--- config.mk ---
export PLATFORM = sky130hd
export DESIGN_NAME = ssml_out_buf
export DESIGN_NICKNAME = d
export VERILOG_FILES = /design/src/sv/ssml_pkg.sv /design/src/sv/ssml_out_buf.sv
export SDC_FILE = /design/constraint.sdc
export NUM_CORES = 1
export LEC_CHECK = 0
export ABC_AREA = 1
export BUFFER_PORTS_ARGS = -buffer_cell sky130_fd_sc_hd__buf_4
export CAP_MARGIN = 15
export CORE_UTILIZATION = 53
export CTS_BUF_LIST = sky130_fd_sc_hd__clkbuf_4
export DETAILED_ROUTE_END_ITERATION = 16
export GPL_TIMING_DRIVEN = 0
export PLACE_DENSITY_LB_ADDON = 0.1
export SETUP_SLACK_MARGIN = 0.05
export SYNTH_ARGS = -nofsm -noshare
export SYNTH_HDL_FRONTEND = slang
export SYNTH_SLANG_ARGS = --single-unit
export TNS_END_PERCENT = 10
--- constraint.sdc ---
create_clock -name clk_i -period 3.4 [get_ports clk_i]
set_clock_uncertainty 0.05 [all_clocks]
set_input_delay 0.17 -clock clk_i [delete_from_list [all_inputs] [get_ports clk_i]]
set_output_delay 0.17 -clock clk_i [all_outputs]
set_load 0.05 [all_outputs]
--- src/sv/ssml_pkg.sv ---
// package with types and codes of the score sorted move list
package ssml_pkg;

  localparam int MaxRecordsDef = 256;
  localparam int ScoreBitsDef  = 32;
  localparam int ScoreW        = 32;
  localparam int CoordW        = 4;

  localparam logic       KIND_LOAD = 1'b0;
  localparam logic       KIND_TAKE = 1'b1;

  localparam logic [1:0] ST_LOADED    = 2'd0;
  localparam logic [1:0] ST_DROPPED   = 2'd1;
  localparam logic [1:0] ST_DELIVERED = 2'd2;
  localparam logic [1:0] ST_EMPTY     = 2'd3;

  typedef struct packed {
    logic                     kind;
    logic [CoordW-1:0]        entry_row;
    logic [CoordW-1:0]        entry_col;
    logic signed [ScoreW-1:0] entry_score;
  } in_t;

  typedef struct packed {
    logic [1:0]               status;
    logic [CoordW-1:0]        out_row;
    logic [CoordW-1:0]        out_col;
    logic signed [ScoreW-1:0] out_score;
    logic                     is_final;
  } out_t;

  typedef struct packed {
    logic load;
    logic take;
  } cell_ctrl_t;

endpackage

--- src/sv/ssml_out_buf.sv ---
// two-entry output buffer that decouples input stall from output stall
module ssml_out_buf (
  input  logic           clk_i,
  input  logic           rst_ni,
  input  logic           push_i,
  input  ssml_pkg::out_t res_i,
  output logic           full_o,
  output logic           out_valid_o,
  output ssml_pkg::out_t out_data_o,
  input  logic           out_stall_i
);

  logic           out_valid_q, out_valid_d;
  logic           skid_valid_q, skid_valid_d;
  ssml_pkg::out_t out_q, out_d;
  ssml_pkg::out_t skid_q, skid_d;
  logic           pop;

  assign pop = out_valid_q && !out_stall_i;

  always_comb begin
    out_valid_d  = out_valid_q;
    skid_valid_d = skid_valid_q;
    out_d        = out_q;
    skid_d       = skid_q;
    if (skid_valid_q) begin
      if (pop) begin
        out_d        = skid_q;
        skid_valid_d = 1'b0;
      end
    end else if (push_i) begin
      if (!out_valid_q || pop) begin
        out_d       = res_i;
        out_valid_d = 1'b1;
      end else begin
        skid_d       = res_i;
        skid_valid_d = 1'b1;
      end
    end else if (pop) begin
      out_valid_d = 1'b0;
    end
  end

  always_ff @(posedge clk_i or negedge rst_ni) begin
    if (!rst_ni) begin
      out_valid_q  <= 1'b0;
      skid_valid_q <= 1'b0;
    end else begin
      out_valid_q  <= out_valid_d;
      skid_valid_q <= skid_valid_d;
    end
  end

  always_ff @(posedge clk_i) begin
    out_q  <= out_d;
    skid_q <= skid_d;
  end

  assign full_o      = skid_valid_q;
  assign out_valid_o = out_valid_q;
  assign out_data_o  = out_q;

endmodule

==> reports/qor.yml <==
outcome: "complete, no violations"
antennaDiodeCount: 0
synthArstFlopShare_pct: 2.27
r2r_slack_ns: 1.45
hp-class: "in2async"
die_area_mm2: 0.00645
ys_top_cells_by_area: "edfxtp_1, nand2_1, dfrtp_1"
h-tree-depth: 3
crit_path_start_kind: "register"
postRouteAntennaNets: 0
synth_cells: 245
critPathKind: "reg2reg"
leakage_nw: 2.02
wl_um: 6780
yosysMostFrequentCell: "nand2_1"
rsz0062_at_grt: "no"
post_cts_resized: 0
reg2reg_to: "skid_q[19]"
place_congestion: 0.703
cts_tree: "built"
areaGrowthSynthToFinish_pct: 42.3
dp_hpwl_um: 3930
ys_types: 10
synth_edf_count: 86
routed.top_layer: "met4"
route.detailed.drc: 0
p_per_area_mw_per_mm2: 866
wl_met3_um: 347
synth_area_mm2: 0.00325
clock_latency_ns: 0.42
dieWidth_um: 80.3
period_needed_ns: 1.95
overflow: 0
cts_max_path_buffers: 2
drive_gt1_share_pct: 29.3
grtUsageTotal_pct: 22.5
cts_buffers: 9
initial_utilization_pct: 54.9
grt_pass1_vias: 2261
io_pins: 92
synth_top_area_cell: "edfxtp_1"
slew_headroom_pct: 38.1
ys_top_cells_by_count: "nand2_1, edfxtp_1, buf_2"
cts_root_buf: "clkbuf_4"
final_nets: 442
yosysWarnings: 0
dr.pass1.iters: 5
yosysSeqAreaShare_pct: 81.0
ys_seq_elements: 88
hold_viol: 0
fin_tns_setup_ns: 0
dpl_worst_slack_ns: 1.46
fmax_mhz: 513
drt_iter0_drc: 119
reg2reg_depth: 4
path_clk_slew_ns: 0.13
ir_drop_uv: 653
utilization_pct: 78.1
synth_top_area_share_pct: 79.5
grt_start_max_net_pins: 44
synth-main-ff-cell: "edfxtp_1"
setup_viol_count_final: 0
r2r-start: "full_o"
avgSynthCellArea_um2: 13.3
place_inst: 412
worst_slack_ns: 1.45
synth_nets: 292
cap_violations: 0
clkSinkCount: 88
num_vias: 2268
wire_per_inst_um: 14.3
io_buffers: 91
vias_per_cell: 4.78
worst_pin_slew_ns: 0.927
fin_crit_sh_pct: 57.3
final_cells: 474
wl_met2_um: 3540
grt_pass1_wl_um: 10400
dieHeight_um: 80.3
finalMaxSlewViolations: 0
core_mm2: 0.00592
worst-path-max-fanout: 43
num_rows: 28
cp.arrival_ns: 1.95
wl_met1_um: 2750
worst_setup_path_end_kind: "register"
required_ns: 3.40
antenna_found_initial: 0
worst_hold_slack_ns: 0.0329
## layer usage
| layer | track usage, % | vias up |
|---|---|---|
| met5 | 0 | - |
| met2 | 39.7 | 73 |
| met3 | 4.77 | 13 |
| met1 | 26.1 | 1065 |
| met4 | 10.9 | 0 |
| li1 | - | 1117 |
## logic make-up after synthesis
logic type	synth area share [%]
flops	81.0
simple gates	16.4
buf+inv	2.54
## flip-flops by register name, indices dropped and copies added, names as in the netlist
name and flops:
full_o 1, skid_q 43, out_valid_o 1, out_data_o 43
## power by group
part	switching [mW]	total, mW	internal, mW
Clock	0.334	0.482	0.148
Combinational	1.32	1.83	0.511
Sequential	0.0942	1.70	1.60
Total	1.74	4.00	2.26
## critical path: stages (launching register included)
cell and delay [ns]:
dfrtp_1 0.44, buf_4 0.19, nor2_1 0.11, nand2_1 0.08, inv_2 0.67
## final cells by class
class,instances,area [um^2]
tap,75,93.8
clock inverter,5,25.0
sequential,88,2630
fill,393,1300
clock buffer,10,75.1
multi-input combinational,142,542
timing repair buffer,139,1170
buffer,9,60.1
inverter,6,22.5
## layout by cell type (no fill, tap or decap)
| cell type | n |
|---|---|
| buf_12 | 1 |
| buf_2 | 6 |
| buf_4 | 92 |
| buf_6 | 2 |
| clkbuf_4 | 10 |
| clkinv_1 | 2 |
| clkinv_2 | 2 |
| clkinvlp_4 | 1 |
| dfrtp_1 | 2 |
| dlygate4sd3_1 | 47 |
| edfxtp_1 | 86 |
| inv_1 | 4 |
| inv_2 | 2 |
| nand2_1 | 138 |
| nand3_1 | 1 |
| nor2_1 | 2 |
| nor2_4 | 1 |
## through the flow
stage / cell area, um^2 / total power [mW]
2_1_floorplan: 3250 / 2.94
3_3_place_gp: 4030 / 3.45
3_5_place_dp: 4050 / 3.50
4_1_cts: 4620 / 4.02
5_1_grt: 4620 / 4.19
6_report: 4620 / 4.00
## what timing repair did
action,4_1_cts,5_1_grt
setup endpoints to repair,0,0
endpoints found under the hold margin,90,0
setup buffers,0,0
hold buffers,47,0
## how the worst max path moves through the flow
stage,start,cells past startpoint,to
4_1_cts,full_o,4,skid_q[21]
6_report,full_o,4,skid_q[19]
5_1_grt,full_o,4,skid_q[19]
3_5_place_dp,full_o,4,skid_q[9]
2_1_floorplan,full_o,3,out_data_o[0]
3_3_place_gp,full_o,4,out_data_o[17]
(Power assumes the default switching activity.)
