$ cat src/sv/ssml_pkg.sv
// package with types and codes of the score sorted move list
package ssml_pkg;

  localparam int MaxRecordsDef = 256;
  localparam int ScoreBitsDef  = 32;
  localparam int ScoreW        = 32;
  localparam int CoordW        = 4;

  localparam logic       KIND_LOAD = 1'b0;
  localparam logic       KIND_TAKE = 1'b1;

  localparam logic [1:0] ST_LOADED    = 2'd0;
  localparam logic [1:0] ST_DROPPED   = 2'd1;
  localparam logic [1:0] ST_DELIVERED = 2'd2;
  localparam logic [1:0] ST_EMPTY     = 2'd3;

  typedef struct packed {
    logic                     kind;
    logic [CoordW-1:0]        entry_row;
    logic [CoordW-1:0]        entry_col;
    logic signed [ScoreW-1:0] entry_score;
  } in_t;

  typedef struct packed {
    logic [1:0]               status;
    logic [CoordW-1:0]        out_row;
    logic [CoordW-1:0]        out_col;
    logic signed [ScoreW-1:0] out_score;
    logic                     is_final;
  } out_t;

  typedef struct packed {
    logic load;
    logic take;
  } cell_ctrl_t;

endpackage

$ cat src/sv/ssml_cell.sv
// one cell of the sorted chain: holds one record, compares and shifts
module ssml_cell #(
  parameter int SCORE_BITS = ssml_pkg::ScoreBitsDef
) (
  input  logic                             clk_i,
  input  ssml_pkg::cell_ctrl_t             ctrl_i,
  input  logic                             occ_i,
  input  logic [ssml_pkg::CoordW-1:0]      new_row_i,
  input  logic [ssml_pkg::CoordW-1:0]      new_col_i,
  input  logic signed [SCORE_BITS-1:0]     new_score_i,
  input  logic                             left_ge_i,
  input  logic [ssml_pkg::CoordW-1:0]      left_row_i,
  input  logic [ssml_pkg::CoordW-1:0]      left_col_i,
  input  logic signed [SCORE_BITS-1:0]     left_score_i,
  input  logic [ssml_pkg::CoordW-1:0]      right_row_i,
  input  logic [ssml_pkg::CoordW-1:0]      right_col_i,
  input  logic signed [SCORE_BITS-1:0]     right_score_i,
  output logic                             ge_o,
  output logic [ssml_pkg::CoordW-1:0]      row_o,
  output logic [ssml_pkg::CoordW-1:0]      col_o,
  output logic signed [SCORE_BITS-1:0]     score_o
);

  logic [ssml_pkg::CoordW-1:0]  row_q, row_d;
  logic [ssml_pkg::CoordW-1:0]  col_q, col_d;
  logic signed [SCORE_BITS-1:0] score_q, score_d;

  // new record goes ahead of every held record with an equal or lower score
  assign ge_o = !occ_i || (new_score_i >= score_q);

  always_comb begin
    row_d   = row_q;
    col_d   = col_q;
    score_d = score_q;
    if (ctrl_i.load && ge_o) begin
      if (left_ge_i) begin
        row_d   = left_row_i;
        col_d   = left_col_i;
        score_d = left_score_i;
      end else begin
        row_d   = new_row_i;
        col_d   = new_col_i;
        score_d = new_score_i;
      end
    end else if (ctrl_i.take) begin
      row_d   = right_row_i;
      col_d   = right_col_i;
      score_d = right_score_i;
    end
  end

  always_ff @(posedge clk_i) begin
    row_q   <= row_d;
    col_q   <= col_d;
    score_q <= score_d;
  end

  assign row_o   = row_q;
  assign col_o   = col_q;
  assign score_o = score_q;

endmodule

$ cat config.mk
export PLATFORM = sky130hd
export DESIGN_NAME = ssml_cell
export DESIGN_NICKNAME = d
export VERILOG_FILES = /design/src/sv/ssml_pkg.sv /design/src/sv/ssml_cell.sv
export SDC_FILE = /design/constraint.sdc
export NUM_CORES = 1
export LEC_CHECK = 0
export BUFFER_PORTS_ARGS = -buffer_cell sky130_fd_sc_hd__buf_2
export CORE_ASPECT_RATIO = 0.9
export CORE_MARGIN = 2
export CORE_UTILIZATION = 41
export CTS_CLUSTER_DIAMETER = 200
export DETAILED_ROUTE_END_ITERATION = 8
export PLACE_DENSITY = 0.76
export SLEW_MARGIN = 10
export SYNTH_ARGS = -nofsm -noshare
export SYNTH_HDL_FRONTEND = slang
export SYNTH_SLANG_ARGS = --single-unit
export TNS_END_PERCENT = 50
$ cat constraint.sdc
create_clock -name clk_i -period 4.65 [get_ports clk_i]
set_clock_uncertainty 0.15 [all_clocks]
set_input_delay 0.465 -clock clk_i [delete_from_list [all_inputs] [get_ports clk_i]]
set_output_delay 0.465 -clock clk_i [all_outputs]
set_load 0.005 [all_outputs]
==> flow_metrics.py <==
metrics = {
    "die": {
        "fp.dieW_um": 97.32,
        "initial_core_util_pct": 42.38,
        "die_area_um2": 8562,
        "core_area_um2": 7582,
        "die_h_um": 87.99,
        "pin_count": 166,
        "row_count": 30,
    },
    "grt": {
        "grtUsageTotal_pct": 16.93,
        "grt_max_degree": 42,
        "grt_pass1_vias": 2553,
        "grt_overflow": 0,
        "grt_pass1_wl_mm": 11.61,
        "grt_antenna_before_repair": 0,
    },
    "detailed_routing": {
        "via_count": 2552,
        "met2WireLength_mm": 3.700,
        "top_layer": "met4",
        "drt-initial-drc-count": 38,
        "met1Wirelength_mm": 3.049,
        "firstDrtPassIters": 6,
        "met3_length_um": 541,
        "drcViolationCount": 0,
        "wl_per_cell_um": 14.28,
        "routed_via_density": 4.946,
        "wirelength_mm": 7.366,
        "antenna_left": 0,
    },
    "worst_setup_path": {
        "rr_startpoint": "score_o[14]$_DFFE_PP_",
        "reg2reg_to": "row_o[3]$_DFFE_PP_",
        "path_max_fanout": 40,
        "arrival_ns": 3.40,
        "criticalPathCategory": "flop to flop",
        "crit_required_ns": 4.55,
        "crit_path_end_kind": "flop",
        "r2r_slack_ns": 1.14,
        "cp-start-kind": "flop",
        "reg2reg_depth": 10,
    },
    "timing": {
        "slew_headroom_pct": 37.48,
        "worst_pin_slew_ns": 0.9378,
        "hold_violations": 0,
        "rsz0062_at_grt": "no",
        "fmax_ghz": 0.2851,
        "layout_min_cycle_time_ns": 3.507,
        "setup_viol_count_final": 0,
        "fin_crit_sh_pct": 75.42,
        "drv_slew": 0,
        "setup_tns_ns": 0,
    },
    "synth": {
        "netlist_instances": 254,
        "synth_xor_area_share_pct": 0.2726,
        "synth_compound_area_share_pct": 5.841,
        "async_flop_share_pct": 0,
        "seq_area_frac_synth_pct": 37.38,
        "yosys.area.top_type": "edfxtp_1",
        "ys_warn_count": 0,
        "synth.top_cell.area_share_pct": 37.38,
        "ys_types": 29,
        "synth_top_family_by_area": "multiplexers",
        "synthAdderAreaFrac_pct": 12.46,
        "ys_top_cells_by_area": "edfxtp_1, mux2_4, mux2_2, ha_1, inv_1",
        "synth_nets": 411,
        "synth-main-ff-cell": "edfxtp_1",
        "syn-cell-area_um2": 3213,
        "ys_ff_latch": 40,
        "synth_edf_count": 40,
        "avgSynthCellArea_um2": 12.65,
        "synth_simple_gate_area_share_pct": 5.491,
        "synthMuxAreaShare_pct": 32.24,
    },
    "finish": {
        "drive_gt1_share_pct": 61.67,
        "syn_to_final_growth_pct": 31.23,
        "nFillCells": 681,
        "design_area_um2": 4217,
        "diodes": 0,
        "fin_nets": 576,
    },
    "clock_tree": {
        "clkTransAtPathRegs_ns": 0.08,
        "clock-sinks": 40,
        "cts_resized": 0,
        "cts_tree": "built",
        "cts_root_buffer": "clkbuf_8",
        "h-tree-depth": 2,
        "clkLatencyLatePin_ns": 0.29,
        "numCtsBuffers": 5,
        "hold_buffers": 0,
        "cts_setup_buffers": 0,
        "cts_buffer_depth": 2,
    },
    "placement": {
        "place.gp.congestion": 0.8104,
        "placed_area_um2": 4110,
        "io_buffers": 165,
        "dp_hpwl_mm": 5.981,
    },
    "flow_run": {
        "max_cap_viol_count": 0,
    },
    "min_path": {
        "hold_depth": 2,
        "hold_path.class": "primary input to flop",
        "hp-start": "right_score_i[14]",
        "whs_endpoint": "score_o[14]$_DFFE_PP_",
    },
    "status": {
        "status": "finished clean",
    },
    "pwr": {
        "power_leakage_nw": 2.138,
        "p_per_area_nw_per_um2": 286.2,
        "peakVddDrop_v": 0.0001247,
    },
}
[cell families (layout without fill, tap and decap cells)]
family / count (synthesis) / count (layout)
buffers and inverters: 46 / 212
and+or+nand+nor: 28 / 28
DFF: 40 / 40
muxes: 79 / 79
AOI/OAI and AO/OA: 28 / 28
xor gates and xnor gates: 1 / 1
adders and majority gates: 32 / 32
[cell usage after synthesis (all sizes together), types with 4 or more instances]
| master | n |
|---|---|
| a21oi | 15 |
| buf | 4 |
| clkbuf | 5 |
| edfxtp | 40 |
| ha | 32 |
| inv | 37 |
| mux2 | 79 |
| nand2 | 12 |
| nand4 | 5 |
| o21ai | 4 |
[worst max-delay path, stage by stage (launching register included)]
cell,delay (ns)
edfxtp_1,0.36
inv_1,0.05
ha_1,0.30
nand4_1,0.22
nor4b_4,0.31
inv_2,0.05
o221ai_1,0.31
a211oi_2,0.15
a311oi_4,0.28
buf_4,0.63
mux2_2,0.42
[layer usage]
layer  GRT usage [%]  vias to the layer above
li1                -                     1268
met1           20.01                     1171
met2           31.63                      104
met3           3.831                        9
met4           4.293                        0
met5               0                        -
[power breakdown]
group	internal, mW	total, mW	leakage (nW)	switching [mW]
sequential	0.467	0.490	0.404	0.0228
clock	0.156	0.280	0.0532	0.123
combinational	0.237	0.437	1.68	0.200
[layout make-up]
class / instances / area [um2] / area share (%)
Multi-Input combinational cell: 168 / 1809 / 42.91
Sequential cell: 40 / 1201 / 28.49
Tap cell: 96 / 120.1 / 2.849
Clock buffer: 5 / 68.82 / 1.632
Inverter: 37 / 138.9 / 3.294
Clock inverter: 3 / 37.54 / 0.8902
Timing Repair Buffer: 167 / 840.8 / 19.94
[cells in the final DEF, fill, tap and decap left out, types with 2 or more instances in the layout]
cell type	synthesis	routed
nand2_1	12	12
clkinv_1	0	2
buf_4	0	2
a211oi_1	2	2
nor2_1	3	3
a21oi_1	15	15
mux2_4	39	39
buf_2	0	165
ha_1	32	32
nand3_1	3	3
inv_1	36	36
clkbuf_8	0	5
nand4_1	4	4
o21ai_0	4	4
edfxtp_1	40	40
mux2_2	40	40
[state kept, by name, indices dropped and copies added (netlist names)]
| signal | count |
|---|---|
| row_o | 4 |
| score_o | 32 |
| col_o | 4 |
[metrics by stage]
stage / setup WS, ns / total power [mW] / std cells / util, % / hold slack [ns]
global placement: 0.9844 / 0.9226 / 508 / 54.21 / 0.6149
floorplan: 1.312 / 0.7813 / 254 / - / 0.5329
global route: 0.9339 / 1.282 / 516 / 55.61 / 0.3043
detailed placement: 0.8996 / 0.9405 / 508 / 54.21 / 0.6191
finish: 1.143 / 1.207 / 516 / 55.61 / 0.3200
CTS: 1.077 / 1.225 / 516 / 55.61 / 0.3088
[worst max-delay path by stage]
| stage | slack [ns] | endpoint | from | cells past startpoint |
|---|---|---|---|---|
| after global placement | 0.98 | row_o[3]$_DFFE_PP_ | new_score_i[14] | 10 |
| after detailed placement | 0.90 | row_o[3]$_DFFE_PP_ | new_score_i[14] | 10 |
| after CTS | 1.08 | row_o[3]$_DFFE_PP_ | score_o[14]$_DFFE_PP_ | 10 |
| final | 1.14 | row_o[3]$_DFFE_PP_ | score_o[14]$_DFFE_PP_ | 10 |
| after global routing | 0.93 | row_o[3]$_DFFE_PP_ | score_o[14]$_DFFE_PP_ | 10 |
| after floorplan | 1.31 | col_o[0]$_DFFE_PP_ | new_score_i[19] | 9 |
No activity file was read; power rests on OpenSTA's default activity.
